===== src/rtl/sdrd_pkg.sv =====
// Shared types and constants for the SD card SPI command and block read sequencer.
package sdrd_pkg;

  // Operation codes carried by an input transfer
  localparam logic [1:0] OP_CMD  = 2'd0;
  localparam logic [1:0] OP_READ = 2'd1;
  localparam logic [1:0] OP_XCHG = 2'd2;

  // Status codes
  localparam logic [1:0] ST_OK        = 2'd0;
  localparam logic [1:0] ST_R1_EXPIRE = 2'd1;
  localparam logic [1:0] ST_TK_EXPIRE = 2'd2;

  // Configuration register indexes
  localparam logic [1:0] REG_BLOCK_LENGTH   = 2'd0;
  localparam logic [1:0] REG_POLL_LIMIT     = 2'd1;
  localparam logic [1:0] REG_RESPONSE_BYTES = 2'd2;

  // Register reset values
  localparam logic [9:0] BLOCK_LENGTH_RST   = 10'd512;
  localparam logic [7:0] POLL_LIMIT_RST     = 8'd200;
  localparam logic [3:0] RESPONSE_BYTES_RST = 4'd8;

  // Bus bytes
  localparam logic [7:0] CMD17_BYTE = 8'h51;
  localparam logic [7:0] FILL_BYTE  = 8'hFF;
  localparam logic [7:0] R1_READY   = 8'h00;
  localparam logic [7:0] START_TOK  = 8'hFE;

  localparam logic [9:0] FRAME_BYTES = 10'd6;
  localparam logic [10:0] TAIL_BYTES = 11'd4;

  localparam int BLK_W  = 10;
  localparam int POLL_W = 8;
  localparam int RESP_W = 4;

  typedef enum logic [3:0] {
    PH_IDLE     = 4'd0,
    PH_CMD_FRAME = 4'd1,
    PH_CMD_RESP = 4'd2,
    PH_RD_FRAME = 4'd3,
    PH_RD_R1    = 4'd4,
    PH_RD_TOKEN = 4'd5,
    PH_RD_DATA  = 4'd6,
    PH_RD_TAIL  = 4'd7
  } sdrd_phase_t;

  typedef struct packed {
    logic [1:0]  operation;
    logic [7:0]  command_byte;
    logic [31:0] argument;
    logic [7:0]  crc_byte;
    logic [22:0] sector;
    logic [7:0]  rx_byte;
  } sdrd_item_t;

  typedef struct packed {
    logic       tx_valid;
    logic [7:0] tx_byte;
    logic       chip_select;
    logic       data_valid;
    logic [7:0] data_byte;
    logic       data_last;
    logic       done_res;
    logic [1:0] status;
    logic [7:0] response;
  } sdrd_result_t;

  // Effective (clamped) limits handed from the register file to the sequencer
  typedef struct packed {
    logic [BLK_W-1:0]  blk;
    logic [POLL_W-1:0] poll;
    logic [RESP_W-1:0] resp;
  } sdrd_limits_t;

endpackage


===== src/rtl/sdrd_cfg.sv =====
// Configuration registers and clamping of the limits they hold.
module sdrd_cfg import sdrd_pkg::*; #(
  parameter int MAX_BLOCK          = 512,
  parameter int MAX_RESPONSE_BYTES = 8
) (
  input  logic               clk,
  input  logic               rst_n,
  input  logic               wr_en,
  input  logic [1:0]         wr_index,
  input  logic [BLK_W-1:0]   wr_data,
  output sdrd_limits_t       lim
);

  logic [BLK_W-1:0]  block_length_r;
  logic [POLL_W-1:0] poll_limit_r;
  logic [RESP_W-1:0] response_bytes_r;

  always_ff @(posedge clk) begin
    if (!rst_n) begin
      block_length_r   <= BLOCK_LENGTH_RST;
      poll_limit_r     <= POLL_LIMIT_RST;
      response_bytes_r <= RESPONSE_BYTES_RST;
    end else if (wr_en) begin
      unique case (wr_index)
        REG_BLOCK_LENGTH:   block_length_r   <= wr_data;
        REG_POLL_LIMIT:     poll_limit_r     <= wr_data[POLL_W-1:0];
        REG_RESPONSE_BYTES: response_bytes_r <= wr_data[RESP_W-1:0];
        default: ;
      endcase
    end
  end

  // zero acts as one; block length and response bytes over their maximum act as the maximum
  always_comb begin
    lim.blk = block_length_r;
    if (block_length_r == '0) begin
      lim.blk = BLK_W'(1);
    end else if (32'(block_length_r) > MAX_BLOCK) begin
      lim.blk = BLK_W'(MAX_BLOCK);
    end
    lim.poll = (poll_limit_r == '0) ? POLL_W'(1) : poll_limit_r;
    lim.resp = response_bytes_r;
    if (response_bytes_r == '0) begin
      lim.resp = RESP_W'(1);
    end else if (32'(response_bytes_r) > MAX_RESPONSE_BYTES) begin
      lim.resp = RESP_W'(MAX_RESPONSE_BYTES);
    end
  end

endmodule


===== src/rtl/sdrd_seq.sv =====
// Phase machine: turns one registered event into the next bus byte and status.
module sdrd_seq import sdrd_pkg::*; (
  input  logic         clk,
  input  logic         rst_n,
  input  logic         go,
  input  sdrd_item_t   item,
  input  sdrd_limits_t lim,
  output logic         res_valid,
  output sdrd_result_t result
);

  sdrd_phase_t phase_r, phase_nxt;
  logic [47:0] frame_r, frame_nxt;
  logic [9:0]  byte_cnt_r, byte_cnt_nxt;
  logic [7:0]  poll_cnt_r, poll_cnt_nxt;
  logic [7:0]  last_resp_r, last_resp_nxt;
  logic [1:0]  err_r, err_nxt;

  logic [10:0] byte_inc;
  logic [8:0]  poll_inc;
  logic [7:0]  tx;
  logic        done;

  assign byte_inc = {1'b0, byte_cnt_r} + 11'd1;
  assign poll_inc = {1'b0, poll_cnt_r} + 9'd1;

  always_ff @(posedge clk) begin
    if (!rst_n) begin
      phase_r     <= PH_IDLE;
      frame_r     <= '0;
      byte_cnt_r  <= '0;
      poll_cnt_r  <= '0;
      last_resp_r <= '0;
      err_r       <= ST_OK;
    end else if (go) begin
      phase_r     <= phase_nxt;
      frame_r     <= frame_nxt;
      byte_cnt_r  <= byte_cnt_nxt;
      poll_cnt_r  <= poll_cnt_nxt;
      last_resp_r <= last_resp_nxt;
      err_r       <= err_nxt;
    end
  end

  always_comb begin
    phase_nxt     = phase_r;
    frame_nxt     = frame_r;
    byte_cnt_nxt  = byte_cnt_r;
    poll_cnt_nxt  = poll_cnt_r;
    last_resp_nxt = last_resp_r;
    err_nxt       = err_r;
    tx            = FILL_BYTE;
    done          = 1'b0;
    res_valid     = 1'b1;
    result        = '0;

    unique case (item.operation)
      OP_CMD, OP_READ: begin
        if (phase_r != PH_IDLE) begin
          res_valid = 1'b0;          // start while busy is dropped
        end else begin
          err_nxt       = ST_OK;
          last_resp_nxt = '0;
          poll_cnt_nxt  = '0;
          if (item.operation == OP_CMD) begin
            tx        = item.command_byte;
            frame_nxt = {item.argument, item.crc_byte, 8'h00};
            phase_nxt = PH_CMD_FRAME;
          end else begin
            tx        = CMD17_BYTE;
            frame_nxt = {item.sector, 9'h000, FILL_BYTE, 8'h00};
            phase_nxt = PH_RD_FRAME;
          end
          byte_cnt_nxt = 10'd1;
        end
      end
      OP_XCHG: begin
        unique case (phase_r)
          PH_CMD_FRAME, PH_RD_FRAME: begin
            if (byte_cnt_r < FRAME_BYTES) begin
              tx           = frame_r[47:40];
              frame_nxt    = {frame_r[39:0], 8'h00};
              byte_cnt_nxt = byte_inc[9:0];
            end else begin
              byte_cnt_nxt = '0;
              poll_cnt_nxt = '0;
              phase_nxt    = (phase_r == PH_CMD_FRAME) ? PH_CMD_RESP : PH_RD_R1;
            end
          end
          PH_CMD_RESP: begin
            if (item.rx_byte != FILL_BYTE) begin
              last_resp_nxt = item.rx_byte;
            end
            byte_cnt_nxt = byte_inc[9:0];
            if (byte_inc >= {7'd0, lim.resp}) begin
              done            = 1'b1;
              result.response = last_resp_nxt;
            end
          end
          PH_RD_R1: begin
            poll_cnt_nxt = poll_inc[7:0];
            if (item.rx_byte == R1_READY) begin
              phase_nxt    = PH_RD_TOKEN;
              poll_cnt_nxt = '0;
            end else if (poll_inc >= {1'b0, lim.poll}) begin
              if (err_r == ST_OK) err_nxt = ST_R1_EXPIRE;
              phase_nxt    = PH_RD_TOKEN;
              poll_cnt_nxt = '0;
            end
          end
          PH_RD_TOKEN: begin
            poll_cnt_nxt = poll_inc[7:0];
            if (item.rx_byte == START_TOK) begin
              phase_nxt    = PH_RD_DATA;
              byte_cnt_nxt = '0;
            end else if (poll_inc >= {1'b0, lim.poll}) begin
              if (err_r == ST_OK) err_nxt = ST_TK_EXPIRE;
              phase_nxt    = PH_RD_DATA;
              byte_cnt_nxt = '0;
            end
          end
          PH_RD_DATA: begin
            result.data_valid = 1'b1;
            result.data_byte  = item.rx_byte;
            byte_cnt_nxt      = byte_inc[9:0];
            if (byte_inc >= {1'b0, lim.blk}) begin
              result.data_last = 1'b1;
              phase_nxt        = PH_RD_TAIL;
              byte_cnt_nxt     = '0;
            end
          end
          PH_RD_TAIL: begin
            byte_cnt_nxt = byte_inc[9:0];
            if (byte_inc >= TAIL_BYTES) done = 1'b1;
          end
          default: res_valid = 1'b0;  // exchange while idle
        endcase
      end
      default: res_valid = 1'b0;      // unused operation code
    endcase

    if (done) begin
      phase_nxt    = PH_IDLE;
      byte_cnt_nxt = '0;
      poll_cnt_nxt = '0;
    end
    result.tx_valid    = !done;
    result.tx_byte     = done ? 8'h00 : tx;
    result.chip_select = !done;
    result.done_res    = done;
    result.status      = err_nxt;
  end

endmodule


===== src/rtl/sd_spi_command_and_block_read.sv =====
// Top level of the SD card SPI command and single-block read sequencer.
// Usage:
//  - in_*: one transfer per event. Operation 0 starts a generic command frame,
//    1 starts a CMD17 block read of the given sector, 2 reports that the SPI
//    byte last requested has been exchanged (rx_byte holds what came back).
//  - out_*: one result transfer per event that is acted upon; starts while
//    busy, exchanges while idle and operation code 3 give none. A result
//    carries the next byte to send, chip select, any block data byte and,
//    on the final result, done_res with status and (generic command) response.
//  - cfg_*: register writes, always ready; write only while the block is idle.
// Timing: an event is held in the input register and its result is registered
//  in the output register when the event advances. The phase machine handles
//  each event combinationally, giving one transfer per cycle unless stalled.
// Stalls: while the output register holds an untaken result the input register
//  keeps its event and in_ready follows; in_ready stays high when the input
//  register is empty or moving on.
// Reset (rst_n low, synchronous): phase idle, counters and status cleared,
//  registers back to block length 512, poll limit 200, response bytes 8.
module sd_spi_command_and_block_read import sdrd_pkg::*; #(
  parameter int MAX_BLOCK          = 512,
  parameter int MAX_RESPONSE_BYTES = 8
) (
  input  logic             clk,
  input  logic             rst_n,
  input  logic             in_valid,
  output logic             in_ready,
  input  sdrd_item_t       in_item,
  output logic             out_valid,
  input  logic             out_ready,
  output sdrd_result_t     out_result,
  input  logic             cfg_valid,
  output logic             cfg_ready,
  input  logic [1:0]       cfg_index,
  input  logic [BLK_W-1:0] cfg_data
);

  sdrd_limits_t lim;
  sdrd_item_t   s1_item_r;
  logic         s1_valid_r, s1_valid_nxt;
  logic         out_valid_r, out_valid_nxt;
  sdrd_result_t out_result_r;
  logic         advance;
  logic         res_valid;
  sdrd_result_t result;

  assign cfg_ready = 1'b1;

  sdrd_cfg #(
    .MAX_BLOCK          (MAX_BLOCK),
    .MAX_RESPONSE_BYTES (MAX_RESPONSE_BYTES)
  ) u_cfg (
    .clk      (clk),
    .rst_n    (rst_n),
    .wr_en    (cfg_valid),
    .wr_index (cfg_index),
    .wr_data  (cfg_data),
    .lim      (lim)
  );

  // event leaves the input register when the result slot is free or being taken
  assign advance  = s1_valid_r && (!out_valid_r || out_ready);
  assign in_ready = !s1_valid_r || advance;

  assign s1_valid_nxt  = in_valid || (s1_valid_r && !advance);
  assign out_valid_nxt = advance ? res_valid : (out_valid_r && !out_ready);

  always_ff @(posedge clk) begin
    if (!rst_n) begin
      s1_valid_r  <= 1'b0;
      out_valid_r <= 1'b0;
    end else begin
      s1_valid_r  <= in_ready ? s1_valid_nxt : s1_valid_r;
      out_valid_r <= out_valid_nxt;
    end
  end

  always_ff @(posedge clk) begin
    if (in_valid && in_ready) begin
      s1_item_r <= in_item;
    end
    if (advance && res_valid) begin
      out_result_r <= result;
    end
  end

  sdrd_seq u_seq (
    .clk       (clk),
    .rst_n     (rst_n),
    .go        (advance),
    .item      (s1_item_r),
    .lim       (lim),
    .res_valid (res_valid),
    .result    (result)
  );

  assign out_valid  = out_valid_r;
  assign out_result = out_result_r;

endmodule

===== config.mk =====
export PLATFORM = sky130hd
export DESIGN_NAME = sd_spi_command_and_block_read
export DESIGN_NICKNAME = d
export VERILOG_FILES = /design/src/rtl/sdrd_pkg.sv /design/src/rtl/sdrd_cfg.sv /design/src/rtl/sdrd_seq.sv /design/src/rtl/sd_spi_command_and_block_read.sv
export SDC_FILE = /design/constraint.sdc
export NUM_CORES = 1
export LEC_CHECK = 0
export BUFFER_PORTS_ARGS = -buffer_cell sky130_fd_sc_hd__clkbuf_2
export CAP_MARGIN = 20
export CELL_PAD_IN_SITES_DETAIL_PLACEMENT = 0
export CELL_PAD_IN_SITES_GLOBAL_PLACEMENT = 2
export CORE_UTILIZATION = 37
export CTS_CLUSTER_SIZE = 10
export DETAILED_ROUTE_END_ITERATION = 8
export PLACE_DENSITY_LB_ADDON = 0.25
export SETUP_SLACK_MARGIN = 0.05
export SYNTH_ARGS = -nofsm -noshare
export SYNTH_HDL_FRONTEND = slang
export SYNTH_SLANG_ARGS = --single-unit

===== constraint.sdc =====
create_clock -name clk -period 4.22 [get_ports clk]
set_clock_uncertainty 0.15 [all_clocks]
set_input_delay 0.844 -clock clk [delete_from_list [all_inputs] [get_ports clk]]
set_output_delay 0.844 -clock clk [all_outputs]
set_load 0.02 [all_outputs]

==> key figures <==
Clock tree
  • Skew-Pair Late Insertion Delay: 0.51 ns
  • Htree depth: 1
  • TritonCTS clock tree: built
  • Post-CTS Setup Bufs: 0
  • CTS Root Cell: clkbuf_16
  • CTS Buf Count: 25
  • # hold bufs at CTS: 0
  • Post-CTS Resized: 0
  • Clock Pin Slew Worst Setup and Hold Paths: 0.06 ns
  • Clock Tree Buf Depth: 3
  • CTS Sinks: 206

Yosys
  • Synth Register Bits: 206
  • Synth Instances: 884
  • Synth Net Count: 1007
  • Avg Synthesized Cell Area: 10.4 um^2
  • Sequential share of the synthesized area: 0.568
  • Synth Flop Type: edfxtp_1
  • Top cells by area, synth: edfxtp_1 36%, dfxtp_1 21%, nor2_1 6.3%, mux2i_1 5.8%, a21oi_1 5.1%
  • Asr flop ratio synth: 0
  • Synth top area share: 0.362
  • Post-synth EDFFs: 111
  • Synth warn: 0
  • Syn Std Cell Area: 9210 um^2
  • Most area-hungry cell type in the Yosys netlist: edfxtp_1
  • Synth cell types: 67

Detailed routing
  • DRC: 0
  • Via density per instance: 5.00
  • Pre-antenna DRT Iters: 5
  • Iteration-0 DRC Markers: 314
  • Total number of vias: 6736
  • Final ANT Viol Nets: 0
  • Drt wl/cell: 16.7 um
  • DRT Wirelength: 22500 um

Global routing
  • Global-route wire length before repair: 35800 um
  • Gr usage total: 0.176
  • Initial antenna violation count: 0
  • Vias in the first global route: 6644
  • GRT overflow: 0
  • Largest net degree at the start of global routing: 77

Final layout
  • Most frequent cells in the layout: 155 x nor2_1, 130 x clkbuf_2, 111 x edfxtp_1, 95 x dfxtp_1, 92 x a21oi_1
  • Area of the multi-input gates: 3700 um^2
  • Area grow syn2layout: 18.6%
  • Finished Layout Cells: 1346
  • Layout cell share with drive strength beyond 1: 0.191
  • Final nets: 1127
  • Inserted Diodes: 0
  • Register area: 5240 um^2
  • Most common cell after layout, fill and taps aside: nor2_1
  • # fillers: 2426

Floorplanning
  • Core Box Area: 24400 um^2
  • DIE WIDTH: 160 um
  • Die area: 25500 um^2
  • Die height: 160 um
  • IO Count: 132
  • FP Rows: 57
  • Initial Util: 0.378

Run
  • Max Cap Viol: 0

Pwr
  • Total power: 4.57 mW
  • Maximum VDD drop: 0.366 mV
  • Total power per unit cell area: 418 nW/um^2
  • Lkg Pwr: 4.50 nW

Timing
  • Fin. max-slew vios: 0
  • Worst-margin pin slew: 0.999 ns
  • Max Fclk: 268 MHz
  • Setup TNS: 0 ns
  • Fin crit share: 0.884
  • Final setup fails: 0
  • Final hold vios: 0
  • Final Critical Period: 3.73 ns
  • RSZ-0062 raised after global routing: no
  • Slew headroom: 0.331

Setup path
  • Slowest stage delay, CP: 0.51 ns
  • CP Cell Sequence: ha_1, and2_1, nand2_1, o21a_1, or2_2, ha_1, and3_1, a221o_1, o21bai_1, a32oi_1, or3b_1, a311oi_1, a311oi_1
  • Critical-path top delay cell: dfxtp_1
  • Critical path fanouts, max: 9
  • Required time worst endpoint: 4.43 ns
  • FF-to-FF End: u_seq.phase_r[0]$_SDFFE_PN0P_
  • CP startpoint kind: flop
  • RR Startpoint: u_seq.byte_cnt_r[0]$_SDFFE_PN0P_
  • Reg2Reg Depth: 13
  • Bufs and invs on worst path: 0
  • CP top delay family: simple AND/OR/NAND/NOR gates
  • WS Path Type: flop to flop
  • Flop-to-flop setup slack: 0.49 ns
  • Critical Path AT: 3.94 ns
  • Crit. End Element: flop

Worst hold path
  • Hold Path End: u_seq.poll_cnt_r[1]$_SDFFE_PN0P_
  • Worst Hold Class: flop to flop
  • Hold depth: 2
  • Min-delay src: u_seq.poll_cnt_r[1]$_SDFFE_PN0P_

Outcome
  • Status: completed

Placed design
  • Hpwl dp: 15600 um
  • Port bufs: 130
  • Final GP Congestion: 0.854
  • Placed Cells incl. Taps: 1301
-- cell usage after synthesis, types with 4 or more instances --
library cell and number:
or2_2 5, buf_2 15, xnor2_1 7, and3_1 6, nand3_1 18, a22oi_1 5, a22o_1 5, o21ai_0 9
o2111ai_1 4, and2_1 16, nor2b_1 8, o22ai_1 8, a21oi_1 93, o311ai_1 4, mux2i_1 53, a21o_1 5
nand2b_1 6, o21bai_1 6, o211a_1 9, nor3_1 30, nor4_1 7, edfxtp_1 111, inv_1 16, a31oi_1 4
nand2_1 62, ha_1 25, xor2_1 4, clkbuf_1 31, dfxtp_1 95, nor2_1 155
-- final cells by class --
| class | instances | area share |
|---|---|---|
| flip-flops and latches | 206 | 0.479 |
| multi-input cells | 609 | 0.339 |
| repair buffers | 144 | 0.0703 |
| clock buffers | 43 | 0.0653 |
| well taps | 324 | 0.0371 |
| inverters | 18 | 0.00618 |
| clock inverters | 2 | 0.00321 |
-- per-layer routing --
layer	global-route usage	vias to the layer above	share of wire
met3	0.0239	33	0.037
li1	-	3432	-
met5	0	-	0
met1	0.237	3131	0.47
met2	0.296	140	0.48
met4	0.0455	0	0.018
-- power breakdown --
part | leakage (nW) | total, mW | internal (mW) | switching [mW]
logic | 2.30 | 0.339 | 0.129 | 0.210
registers | 1.83 | 2.24 | 2.20 | 0.0431
clock network | 0.359 | 1.99 | 1.20 | 0.792
-- how the worst max path moves through the flow --
stage               slack [ns]  cells after the start                        startpoint                          endpoint
floorplan                 0.59                      3                         out_ready            s1_item_r[0]$_DFFE_PP_
global placement          0.58                     13  u_seq.byte_cnt_r[0]$_SDFFE_PN0P_     u_seq.phase_r[0]$_SDFFE_PN0P_
detailed placement        0.51                     13  u_seq.byte_cnt_r[0]$_SDFFE_PN0P_  u_seq.byte_cnt_r[3]$_SDFFE_PN0P_
CTS                       0.49                     13  u_seq.byte_cnt_r[0]$_SDFFE_PN0P_  u_seq.byte_cnt_r[3]$_SDFFE_PN0P_
global route              0.14                     13  u_seq.byte_cnt_r[0]$_SDFFE_PN0P_     u_seq.phase_r[0]$_SDFFE_PN0P_
finish                    0.49                     13  u_seq.byte_cnt_r[0]$_SDFFE_PN0P_     u_seq.phase_r[0]$_SDFFE_PN0P_
-- state kept, by name (all words and copies together), names as in the netlist, 8 cells and up --
name / count
s1_item_r: 81
u_seq.frame_r: 40
out_result: 30
u_cfg.block_length_r: 10
u_seq.byte_cnt_r: 10
u_cfg.poll_limit_r: 8
u_seq.last_resp_r: 8
u_seq.poll_cnt_r: 8
-- worst reg2reg max path, stage by stage (launching register included) --
cell,delay [ns]
dfxtp_1,0.51
ha_1,0.30
and2_1,0.25
nand2_1,0.09
o21a_1,0.19
or2_2,0.29
ha_1,0.31
and3_1,0.16
a221o_1,0.33
o21bai_1,0.16
a32oi_1,0.10
or3b_1,0.41
a311oi_1,0.26
a311oi_1,0.07
-- stage by stage --
stage           util  cell area, um^2  worst slack (ns)  hold slack (ns)
5_1_grt        0.448            10900             0.136            0.338
3_5_place_dp   0.417            10200             0.513            0.323
4_1_cts        0.448            10900             0.488            0.335
3_3_place_gp   0.417            10200             0.576            0.316
2_1_floorplan      -             9210             0.588            0.302
6_report       0.448            10900             0.490            0.330
-- cells by family (layout without fill, tap and decap cells) --
logic type | after synthesis | after routing | synth area share
flip-flops | 206 | 206 | 0.568
other | 1 | 1 | 0.000407
AND/OR/NAND/NOR | 332 | 332 | 0.163
adder cells (fa/ha/maj) | 25 | 25 | 0.0340
multiplexers | 53 | 53 | 0.0576
AO/OA/AOI/OAI | 187 | 187 | 0.135
XOR/XNOR | 11 | 11 | 0.0105
buffers and inverters | 69 | 207 | 0.0318
(Power assumes the default switching activity.)
